<file path="src/hw/rtl/ksuid_pkg.sv">
`default_nettype none
// ----------------------------------------------------------------------------
// ksuid_pkg: shared constants, types and helpers
// Widths, the epoch offset, the divide-by-62 constants, the control FSM type
// and the base-62 alphabet lookup.
// ----------------------------------------------------------------------------
package ksuid_pkg;

  localparam int unsigned SECS_W   = 34;
  localparam int unsigned TIME_W   = 32;
  localparam int unsigned RAND_W   = 64;
  localparam int unsigned NUM_W    = TIME_W + 2 * RAND_W;   // 160
  localparam int unsigned CHUNK_W  = 8;
  localparam int unsigned CHUNKS   = NUM_W / CHUNK_W;        // 20
  localparam int unsigned CHUNK_CW = $clog2(CHUNKS);
  localparam int unsigned DIGIT_W  = 6;
  localparam int unsigned DIGITS   = 27;
  localparam int unsigned DIGIT_CW = $clog2(DIGITS);
  localparam int unsigned CHAR_W   = 7;
  localparam int unsigned X_W      = DIGIT_W + CHUNK_W;      // partial dividend
  localparam int unsigned RECIP_W  = 11;
  localparam int unsigned PROD_W   = X_W + RECIP_W;
  localparam int unsigned RECIP_SH = 16;

  localparam logic [SECS_W-1:0]   KS_EPOCH = SECS_W'(64'd1400000000);
  localparam logic [CHAR_W-1:0]   KS_BASE  = CHAR_W'(62);
  // floor(2^16 / 62): estimate is exact or one low for any 14-bit dividend
  localparam logic [RECIP_W-1:0]  KS_RECIP = RECIP_W'(1057);
  localparam logic [CHUNK_CW-1:0] CHUNK_LAST = CHUNK_CW'(CHUNKS - 1);
  localparam logic [DIGIT_CW-1:0] DIGIT_LAST = DIGIT_CW'(DIGITS - 1);

  typedef enum logic [1:0] {
    ST_IDLE,
    ST_DIVIDE,
    ST_EMIT
  } ks_state_t;

  typedef struct packed {
    logic               push;
    logic               pop;
    logic [DIGIT_W-1:0] digit;
  } ks_stack_ctl_t;

  typedef struct packed {
    logic               done;
    logic [DIGIT_W-1:0] digit;
  } ks_div_stat_t;

  // 0-9, A-Z, a-z; codes past 61 map to '0'
  function automatic logic [CHAR_W-1:0] ks_ascii(input logic [DIGIT_W-1:0] d);
    logic [CHAR_W-1:0] dz;
    dz = CHAR_W'(d);
    if (d < DIGIT_W'(10)) begin
      ks_ascii = dz + CHAR_W'(48);
    end else if (d < DIGIT_W'(36)) begin
      ks_ascii = dz + CHAR_W'(55);
    end else if (d < DIGIT_W'(62)) begin
      ks_ascii = dz + CHAR_W'(61);
    end else begin
      ks_ascii = CHAR_W'(48);
    end
  endfunction

endpackage
`default_nettype wire

</file>
<file path="src/hw/rtl/ksuid_div62.sv">
`default_nettype none
// ----------------------------------------------------------------------------
// ksuid_div62: byte-serial divide-by-62 of the 160-bit number
// One byte per cycle while run is high, from the top of a rotating shift
// register; quotient bytes enter at the bottom. A full pass yields one digit.
// ----------------------------------------------------------------------------
module ksuid_div62 import ksuid_pkg::*; (
  input  wire logic             clk,
  input  wire logic             rst_n,
  input  wire logic             load,
  input  wire logic [NUM_W-1:0] load_num,
  input  wire logic             run,
  output ks_div_stat_t          stat
);

  logic [NUM_W-1:0]    num_r, num_nxt;
  logic [DIGIT_W-1:0]  rem_r, rem_nxt;
  logic [CHUNK_CW-1:0] cnt_r, cnt_nxt;

  logic [X_W-1:0]     x;
  logic [PROD_W-1:0]  prod;
  logic [CHUNK_W-1:0] q_est, q;
  logic [X_W-1:0]     r_est;
  logic [DIGIT_W-1:0] r;
  logic               pass_end;

  always_comb begin
    x     = {rem_r, num_r[NUM_W-1 -: CHUNK_W]};
    prod  = PROD_W'(x) * PROD_W'(KS_RECIP);
    q_est = prod[RECIP_SH +: CHUNK_W];
    r_est = x - X_W'(q_est) * X_W'(KS_BASE);
    // single correction step
    if (r_est >= X_W'(KS_BASE)) begin
      q = q_est + CHUNK_W'(1);
      r = DIGIT_W'(r_est - X_W'(KS_BASE));
    end else begin
      q = q_est;
      r = DIGIT_W'(r_est);
    end
  end

  assign pass_end = run && (cnt_r == CHUNK_LAST);

  always_comb begin
    num_nxt = num_r;
    rem_nxt = rem_r;
    cnt_nxt = cnt_r;
    if (load) begin
      num_nxt = load_num;
      rem_nxt = '0;
      cnt_nxt = '0;
    end else if (run) begin
      num_nxt = {num_r[NUM_W-CHUNK_W-1:0], q};
      rem_nxt = pass_end ? '0 : r;
      cnt_nxt = pass_end ? '0 : cnt_r + CHUNK_CW'(1);
    end
  end

  always_ff @(posedge clk) begin
    if (!rst_n) begin
      rem_r <= '0;
      cnt_r <= '0;
    end else begin
      rem_r <= rem_nxt;
      cnt_r <= cnt_nxt;
    end
  end

  always_ff @(posedge clk) begin
    num_r <= num_nxt;
  end

  assign stat.done  = pass_end;
  assign stat.digit = r;

`ifndef ASSERT_OFF
  a_cnt_range: assert property (@(posedge clk) disable iff (!rst_n)
    cnt_r <= CHUNK_LAST) else $error("chunk counter out of range");
  a_pass_wrap: assert property (@(posedge clk) disable iff (!rst_n)
    pass_end && !load |=> cnt_r == '0 && rem_r == '0)
    else $error("pass did not restart");
  a_load_clr: assert property (@(posedge clk) disable iff (!rst_n)
    load |=> cnt_r == '0 && rem_r == '0) else $error("load did not clear pass");
`endif

endmodule
`default_nettype wire

</file>
<file path="src/hw/rtl/ksuid_digit_stack.sv">
`default_nettype none
// ----------------------------------------------------------------------------
// ksuid_digit_stack: LIFO of base-62 digits in a shift line
// Digits arrive least significant first and leave most significant first.
// ----------------------------------------------------------------------------
module ksuid_digit_stack import ksuid_pkg::*; (
  input  wire logic          clk,
  input  wire ks_stack_ctl_t ctl,
  output logic [DIGIT_W-1:0] top
);

  logic [DIGIT_W-1:0] stk_r   [DIGITS];
  logic [DIGIT_W-1:0] stk_nxt [DIGITS];

  always_comb begin
    for (int i = 0; i < DIGITS; i++) begin
      stk_nxt[i] = stk_r[i];
    end
    if (ctl.push) begin
      stk_nxt[0] = ctl.digit;
      for (int i = 1; i < DIGITS; i++) begin
        stk_nxt[i] = stk_r[i-1];
      end
    end else if (ctl.pop) begin
      for (int i = 0; i < DIGITS - 1; i++) begin
        stk_nxt[i] = stk_r[i+1];
      end
      stk_nxt[DIGITS-1] = '0;
    end
  end

  always_ff @(posedge clk) begin
    for (int i = 0; i < DIGITS; i++) begin
      stk_r[i] <= stk_nxt[i];
    end
  end

  assign top = stk_r[0];

endmodule
`default_nettype wire

</file>
<file path="src/hw/rtl/ksuid_base62_formatter.sv">
`default_nettype none
// ----------------------------------------------------------------------------
// ksuid_base62_formatter: KSUID string encoder
// Turns a Unix time and 128 random bits into the 27-character base-62 KSUID.
// ----------------------------------------------------------------------------
// Usage:
//   Input channel (in_valid/in_ready): one transfer carries unix_seconds,
//   random_high and random_low. The epoch offset is subtracted modulo 2^32
//   and the 160-bit number {time, random_high, random_low} is formed.
//   Output channel (out_valid/out_ready): 27 transfers per item, one ASCII
//   character each, most significant digit first, zero padded;
//   out_last_char marks the 27th.
//   Flow: the divider consumes one byte per cycle and produces each digit
//   in a full pass over all 20 bytes of the number; all 27 digits are
//   produced before the first character is offered. Characters then
//   transfer one per cycle while out_ready is high, and in_ready returns
//   the cycle after the last character.
//   Stalls: out_ready low simply holds the current character; nothing is
//   lost. Divider progress does not depend on the output side.
//   Reset (rst_n low, synchronous): returns to idle, drops any item in
//   flight, in_ready high on the first cycle after reset.
// ----------------------------------------------------------------------------
module ksuid_base62_formatter import ksuid_pkg::*; (
  input  wire logic               clk,
  input  wire logic               rst_n,
  input  wire logic               in_valid,
  output logic                    in_ready,
  input  wire logic [SECS_W-1:0]  in_unix_seconds,
  input  wire logic [RAND_W-1:0]  in_random_high,
  input  wire logic [RAND_W-1:0]  in_random_low,
  output logic                    out_valid,
  input  wire logic               out_ready,
  output logic [CHAR_W-1:0]       out_character,
  output logic                    out_last_char
);

  ks_state_t           state_r, state_nxt;
  logic [DIGIT_CW-1:0] dcnt_r, dcnt_nxt;   // digits produced / emitted

  logic                in_xfer, out_xfer;
  logic                div_load, div_run;
  logic [TIME_W-1:0]   secs;
  logic [NUM_W-1:0]    load_num;
  ks_div_stat_t        div_stat;
  ks_stack_ctl_t       stk_ctl;
  logic [DIGIT_W-1:0]  stk_top;

  assign in_xfer  = in_valid && in_ready;
  assign out_xfer = out_valid && out_ready;

  // epoch shift, wraps to 32 bits
  assign secs     = TIME_W'(in_unix_seconds - KS_EPOCH);
  assign load_num = {secs, in_random_high, in_random_low};

  // next state
  always_comb begin
    state_nxt = state_r;
    dcnt_nxt  = dcnt_r;
    case (state_r)
      ST_IDLE: begin
        if (in_xfer) begin
          state_nxt = ST_DIVIDE;
          dcnt_nxt  = '0;
        end
      end
      ST_DIVIDE: begin
        if (div_stat.done) begin
          if (dcnt_r == DIGIT_LAST) begin
            state_nxt = ST_EMIT;
            dcnt_nxt  = '0;
          end else begin
            dcnt_nxt = dcnt_r + DIGIT_CW'(1);
          end
        end
      end
      ST_EMIT: begin
        if (out_xfer) begin
          if (dcnt_r == DIGIT_LAST) begin
            state_nxt = ST_IDLE;
            dcnt_nxt  = '0;
          end else begin
            dcnt_nxt = dcnt_r + DIGIT_CW'(1);
          end
        end
      end
      default: begin
        state_nxt = ST_IDLE;
        dcnt_nxt  = '0;
      end
    endcase
  end

  // outputs and datapath control
  always_comb begin
    in_ready      = 1'b0;
    out_valid     = 1'b0;
    div_load      = 1'b0;
    div_run       = 1'b0;
    stk_ctl.push  = 1'b0;
    stk_ctl.pop   = 1'b0;
    stk_ctl.digit = div_stat.digit;
    case (state_r)
      ST_IDLE: begin
        in_ready = 1'b1;
        div_load = in_valid;
      end
      ST_DIVIDE: begin
        div_run      = 1'b1;
        stk_ctl.push = div_stat.done;
      end
      ST_EMIT: begin
        out_valid   = 1'b1;
        stk_ctl.pop = out_ready;
      end
      default: begin
        in_ready = 1'b0;
      end
    endcase
  end

  always_ff @(posedge clk) begin
    if (!rst_n) begin
      state_r <= ST_IDLE;
      dcnt_r  <= '0;
    end else begin
      state_r <= state_nxt;
      dcnt_r  <= dcnt_nxt;
    end
  end

  ksuid_div62 u_div (
    .clk      (clk),
    .rst_n    (rst_n),
    .load     (div_load),
    .load_num (load_num),
    .run      (div_run),
    .stat     (div_stat)
  );

  ksuid_digit_stack u_stack (
    .clk (clk),
    .ctl (stk_ctl),
    .top (stk_top)
  );

  assign out_character = ks_ascii(stk_top);
  assign out_last_char = out_valid && (dcnt_r == DIGIT_LAST);

`ifndef ASSERT_OFF
  a_excl: assert property (@(posedge clk) disable iff (!rst_n)
    !(in_ready && out_valid)) else $error("input and output open together");
  a_busy: assert property (@(posedge clk) disable iff (!rst_n)
    in_xfer |=> !in_ready && !out_valid) else $error("not busy after transfer");
  a_last_idle: assert property (@(posedge clk) disable iff (!rst_n)
    out_xfer && out_last_char |=> in_ready) else $error("no idle after last char");
  a_emit_start: assert property (@(posedge clk) disable iff (!rst_n)
    $rose(out_valid) |-> dcnt_r == '0) else $error("emit started mid-string");
`endif

endmodule
`default_nettype wire
</file>
<file path="config.mk">
export PLATFORM = sky130hd
export DESIGN_NAME = ksuid_base62_formatter
export DESIGN_NICKNAME = d
export VERILOG_FILES = /design/src/hw/rtl/ksuid_pkg.sv /design/src/hw/rtl/ksuid_div62.sv /design/src/hw/rtl/ksuid_digit_stack.sv /design/src/hw/rtl/ksuid_base62_formatter.sv
export SDC_FILE = /design/constraint.sdc
export NUM_CORES = 1
export LEC_CHECK = 0
export BUFFER_PORTS_ARGS = -buffer_cell sky130_fd_sc_hd__buf_4
export CELL_PAD_IN_SITES_DETAIL_PLACEMENT = 0
export CELL_PAD_IN_SITES_GLOBAL_PLACEMENT = 1
export CORE_MARGIN = 2
export CORE_UTILIZATION = 31
export CTS_BUF_LIST = sky130_fd_sc_hd__clkbuf_8
export CTS_CLUSTER_DIAMETER = 100
export DETAILED_ROUTE_END_ITERATION = 8
export HOLD_SLACK_MARGIN = 0.03
export PLACE_DENSITY = 0.67
export SYNTH_ARGS = -nofsm -noshare
export SYNTH_HDL_FRONTEND = slang
export SYNTH_SLANG_ARGS = --single-unit
</file>
<file path="constraint.sdc">
create_clock -name clk -period 11.4 [get_ports clk]
set_clock_uncertainty 0.1 [all_clocks]
set_input_delay 0.57 -clock clk [delete_from_list [all_inputs] [get_ports clk]]
set_output_delay 0.57 -clock clk [all_outputs]
set_load 0.03 [all_outputs]
</file>
; ---- Word level (Yosys, flattened, before mapping)
; Memory sizes are Yosys's and may differ from the RTL's.
; Index checks and enable logic that the tools add are counted.
[word_totals]
mem_bits_rw = 162
reg_bits = 178
wordCells = 68
n_memories = 1
out_inout_bits = 10
in_bits = 166
[classes]
add_sub_neg = 9
mux = 28
mul = 2
order_cmp = 4
bitwise = 1
eq_ne = 9
reduce_logical = 9
[memory_table]
columns = memory, words, width, rd, rd_clocked_by_memory_dff, wr, line_no
row1 = u_stack.stk_r, 27, 6, 27, 0, 27, ksuid_digit_stack.sv:12  ; logic [DIGIT_W-1:0] stk_r [DIGITS];
[op_table]
columns = operator, count
row1 = 162-bit 2-to-1 mux, 2
row2 = 160-bit 2-to-1 mux, 2
row3 = 32-bit by 31-bit subtractor with 32-bit output (second input constant), 1
row4 = 5-bit 2-to-1 mux, 5
row5 = 14-bit by 11-bit multiplier with 24-bit output (second input constant), 1
row6 = 6-bit by 6-bit adder with 7-bit output (second input constant), 3
row7 = 7-bit 2-to-1 mux, 3
row8 = 5-bit case mux with 3 select lines, 1
row9 = 14-bit by 6-bit >= comparator with 1-bit output (second input constant), 1
row10 = 14-bit subtractor, 1
row11 = 8-bit by 5-bit multiplier with 13-bit output (second input constant), 1
row12 = 6-bit < comparator (second input constant), 2
row13 = 6-bit 2-to-1 mux, 2
row14 = 5-bit by 1-bit adder with 5-bit output (second input constant), 2
row15 = 5-bit == test (second input constant), 2
row16 = 2-bit 2-to-1 mux, 5
row17 = 8-bit by 1-bit adder with 8-bit output (second input constant), 1
row18 = 8-bit 2-to-1 mux, 1
row19 = 2-bit != test (second input constant), 4
row20 = 6-bit by 4-bit < comparator with 1-bit output (second input constant), 1
row21 = 1-bit 2-to-1 mux, 6
row22 = 2-bit case mux with 3 select lines, 1
row23 = 6-bit subtractor (second input constant), 1
row24 = 5-bit AND reduction, 1
row25 = 9 further kinds, 12

; ---- Longest topological paths before layout
[logic_depth]
depth_word = 7
mapped_depth = 38
depth_no_buf = 37

; ---- Modules after synthesis
; From an unflattened synthesis, not the netlist that was laid out.
[hier_totals]
cells_unflattened = 1302
hier_area_um2 = 18616.6
[modules_own_cells]
columns = module, instances, cells_per_inst, area_each_um2
row1 = ksuid_div62, 1, 757, 10102.2
row2 = ksuid_digit_stack, 1, 349, 7093.1
row3 = ksuid_base62_formatter, 1, 196, 1421.4

; ---- Worst setup path after synthesis
; No wires, ideal clock.
[synth_path]
path_type = reg2reg
startpoint = register u_div.num_r[154]
endpoint = memory u_stack.stk_r[0][1] (data pin)
path_stages_with_launch = 37
setup_time_ps = 265
path_buffers = 1
slack_ps = 3063
arrival_ps = 7971
path_cell_list = edfxtp_1 > ha_1 > ha_1 > inv_1 > fa_1 > inv_1 > ha_1 > ha_1 > a21oi_1 > o211ai_1 > a221oi_1 > o21bai_1 > a21oi_1 > o21ai_0 > a21oi_1 > ha_1 > inv_1 > fa_1 > fa_1 > inv_1 > ha_1 > nor2b_1 > o21a_1 > nor2_1 > xor2_1 > ha_1 > o21ai_0 > a21oi_1 > o21a_1 > o21ai_0 > o211ai_1 > xnor2_1 > a211oi_2 > o2111ai_4 > buf_6 > xnor2_1 > o21ai_1
[synth_rtl]
columns = item, line_no
row1 = "start, declared", ksuid_div62.sv:16  ; logic [NUM_W-1:0] num_r, num_nxt;
row2 = "start signal, assigned", ksuid_div62.sv:70  ; num_r <= num_nxt;
row3 = "end, declared", ksuid_digit_stack.sv:12

; ---- Final worst setup path
[layout_path]
startpoint = register u_div.num_r[154]
endpoint = register u_div.num_r[2] (data pin)
[layout_via]
elab_chain_len = 7
[layout_lines]
columns = item, line_no
row1 = 14-bit by 11-bit multiplier with 24-bit output, ksuid_div62.sv:29  ; prod = PROD_W'(x) * PROD_W'(KS_RECIP);
row2 = 8-bit by 5-bit multiplier with 13-bit output, ksuid_div62.sv:31  ; r_est = x - X_W'(q_est) * X_W'(KS_BASE);
row3 = 14-bit subtractor, ksuid_div62.sv:31
row4 = 14-bit by 6-bit >= comparator with 1-bit output, ksuid_div62.sv:33  ; if (r_est >= X_W'(KS_BASE)) begin
row5 = 8-bit 2-to-1 mux (*), ksuid_div62.sv:33
row6 = 160-bit 2-to-1 mux (*), ksuid_div62.sv:52  ; end else if (run) begin
row7 = 160-bit 2-to-1 mux (*), ksuid_div62.sv:48  ; if (load) begin
row8 = named net u_div.num_nxt[2], ksuid_div62.sv:16
; The timed path passes the listed nets; every way through them passes the cells marked *. The select of a mux whose other input is x is not followed.
; A chain may end at the register's enable or synchronous reset.

==> flow_summary.toml <==
[run_status]
outcome = "complete, no violations"

[synthesis]
synth-simple-area-share_pct = 22.84
syn_area_per_cell_um2 = 9.579
synth_top_area_share_pct = 53.83
synth-adder-area-share_pct = 8.568
synthXorXnorAreaFrac_pct = 3.218
ys_top_cells_by_count = "nand2_1, edfxtp_1, ha_1"
syn_inst = 1875
synth_ff_type = "edfxtp_1"
synth.yosys.seq_area_share_pct = 55.84
synth_top_family_by_area = "simple AND/OR/NAND/NOR gates"
syn_area_mm2 = 0.01796
synth_most_common_cell = "nand2_1"
synth_cell_type_count = 61
ys_warn_count = 0
synth-compound-area-share_pct = 6.214
synth_edf_count = 322
syn_nets = 2156
synth.largest_area_cell = "edfxtp_1"
synthMuxAreaShare_pct = 0.3901
ys_async_sr_fraction_pct = 0
synth.area.top_cells = "edfxtp_1, nand2_1, ha_1, dfxtp_1, xnor2_1"
synth-seq-cells = 340

[critical_path]
path_buf_inv = 4
crit_start = "u_div.num_r[154]$_DFFE_PP_"
critical_path.max_stage_delay_ps = 660
required_ps = 11690
path_common_cell = "ha_1"
cp-start-kind = "flop"
endpoint = "u_div.num_r[2]$_DFFE_PP_"
crit_type = "flop to flop"
critPathTopFamily = "compound AO/OA/AOI/OAI gates"
end_kind = "flop"
slowest_stage = "a21oi_1"
ff2ff_setup_slack_ps = 1630
r2r_cells = 34
cp.depth = 34
reg2reg_from = "u_div.num_r[154]$_DFFE_PP_"
worstPathArrival_ps = 10060
r2r_end = "u_div.num_r[2]$_DFFE_PP_"
cp_max_fo = 28

[finish]
fin_area_mm2 = 0.02177
syn_to_final_growth_pct = 21.21
drive_gt1_share_pct = 12.93
fillCellCount = 5835
finalNonFillerCells = 2919
fin_nets = 2384
utilization_pct = 37.88

[timing]
tightestPinTransition_ps = 1134
timing.fmax_mhz = 102.4
grt_setup_unrepaired = "no"
slew_violations = 0
setup_viol = 0
relSlewSlack_pct = 24.25
min_period_ps = 9766
fin_tns_setup_ps = 0
hold_viol = 0
min_period_over_period_pct = 85.66

[power]
finalPower_w = 0.006034
power_density_mw_per_mm2 = 277.2
vdd_drop_max_v = 0.0004380
leakage_nw = 9.691

[clock_tree]
cts_root_buf = "clkbuf_8"
cts_inserted_buffers = 60
clk_pin_slew_ps = 60
cts_tree = "built"
clkLatencyLatePin_ps = 640
post_cts.repair.setup_buffers = 0
htree_levels = 2
clk_path_buf_depth = 3
clock-sinks = 340

[route]
ant_nets = 0
vias = 13500
first_pass_iters = 7
drt-total-wl_um = 42410
wl_per_cell_um = 14.53
drc = 0
dr.first_iter.drc_count = 826
vias_per_cell = 4.624

[floorplan]
core_area_mm2 = 0.05748
start_util_pct = 31.25
dieArea_mm2 = 0.05988
ios = 176
die_w_um = 244.7
rows = 88
dieHeight_um = 244.7

[global_routing]
antenna_found_initial = 5
grt_max_degree = 106
grt_usage_pct = 14.03
grt_pass1_vias = 13870
grt_overflow = 0
grt_pass1_wl_um = 68990

[place]
placed_area_mm2 = 0.02004
dpl.hpwl_um = 27660
place_inst = 2745
io_buffers = 173
place_congestion = 0.8051

[min_path]
hold_class = "input pin to flop"
hold_depth = 3

[job]
drv_cap = 0
-- metal layers --
metal / GRT usage [%] / vias up / share of wire [%]
li1: - / 6758 / -
met1: 18.16 / 6352 / 46
met2: 21.89 / 306 / 44
met3: 4.472 / 80 / 7.1
met4: 5.273 / 2 / 2.8
met5: 0 / - / 0.031
-- how the worst min path moves through the flow --
stage,start,endpoint
floorplan,u_div.cnt_r[4]$_SDFFE_PP0P_,u_div.cnt_r[4]$_SDFFE_PP0P_
global placement,u_div.cnt_r[4]$_SDFFE_PP0P_,u_div.cnt_r[4]$_SDFFE_PP0P_
detailed placement,u_div.cnt_r[4]$_SDFFE_PP0P_,u_div.cnt_r[4]$_SDFFE_PP0P_
CTS,in_random_high[28],u_div.num_r[92]$_DFFE_PP_
global route,in_random_high[12],u_div.num_r[76]$_DFFE_PP_
finish,in_random_low[38],u_div.num_r[38]$_DFFE_PP_
-- power by group --
part | switching, W | internal (W) | leakage (nW)
sequential | 0.0000911 | 0.00171 | 3.15
combinational | 0.00191 | 0.00125 | 5.90
clock | 0.000512 | 0.000550 | 0.643
total | 0.00252 | 0.00352 | 9.69
-- tightest hold or removal path, cell delays in order --
cell	delay (ps)
buf_4	80
nand2_1	40
nand2_1	50
-- cell type report --
type	instances	area [µm²]	area share (%)
clock inverter	43	202.7	0.9310
multi-input combinational	1397	7450	34.22
antenna	4	10.01	0.04598
inverter	59	221.5	1.017
tap	765	957.2	4.397
sequential	340	10030	46.07
timing repair buffer	245	1992	9.149
clock buffer	66	908.4	4.172
-- timing repair --
item | in CTS | in global routing
gates resized for setup | 0 | 0
endpoints found under the hold margin | 61 | 0
hold buffers | 61 | 0
-- state kept, by name (all words and copies together), names as in the netlist --
register	count
u_stack.stk_r	162
u_div.num_r	160
u_div.rem_r	6
dcnt_r	5
u_div.cnt_r	5
state_r	2
-- stage by stage --
stage	worst slack, ps	hold slack [ps]
floorplan	3063	359.0
global placement	1693	373.0
detailed placement	1607	389.2
CTS	1597	30.30
global route	917.5	47.64
finish	1635	94.63
-- placed cells by master (no fill, tap or decap), types with 5 or more instances in the layout --
master,instances
a211o_1,8
a21o_1,10
a21oi_1,44
a311o_1,5
and2_1,7
and3_1,9
buf_4,184
clkbuf_8,66
clkinv_1,15
clkinv_2,5
dfxtp_1,18
dlygate4sd3_1,61
edfxtp_1,322
fa_1,12
ha_1,103
inv_1,78
mux2i_1,7
nand2_1,910
nand2b_1,5
nand3_1,22
nand4_1,16
nor2_1,44
nor2b_1,7
nor3_1,5
o211ai_1,8
o21a_1,5
o21ai_0,47
o21ai_1,7
xnor2_1,33
xor2_1,22
-- logic make-up (layout without fill, tap and decap cells) --
family	count (synthesis)	count (layout)
buf+inv	138	413
fa+ha+maj	116	116
mux	7	7
simple gates	1042	1042
flops	340	340
compound gates	172	172
other cells	0	4
xor+xnor	60	60
Note: power is estimated with default switching activity, not from simulation.
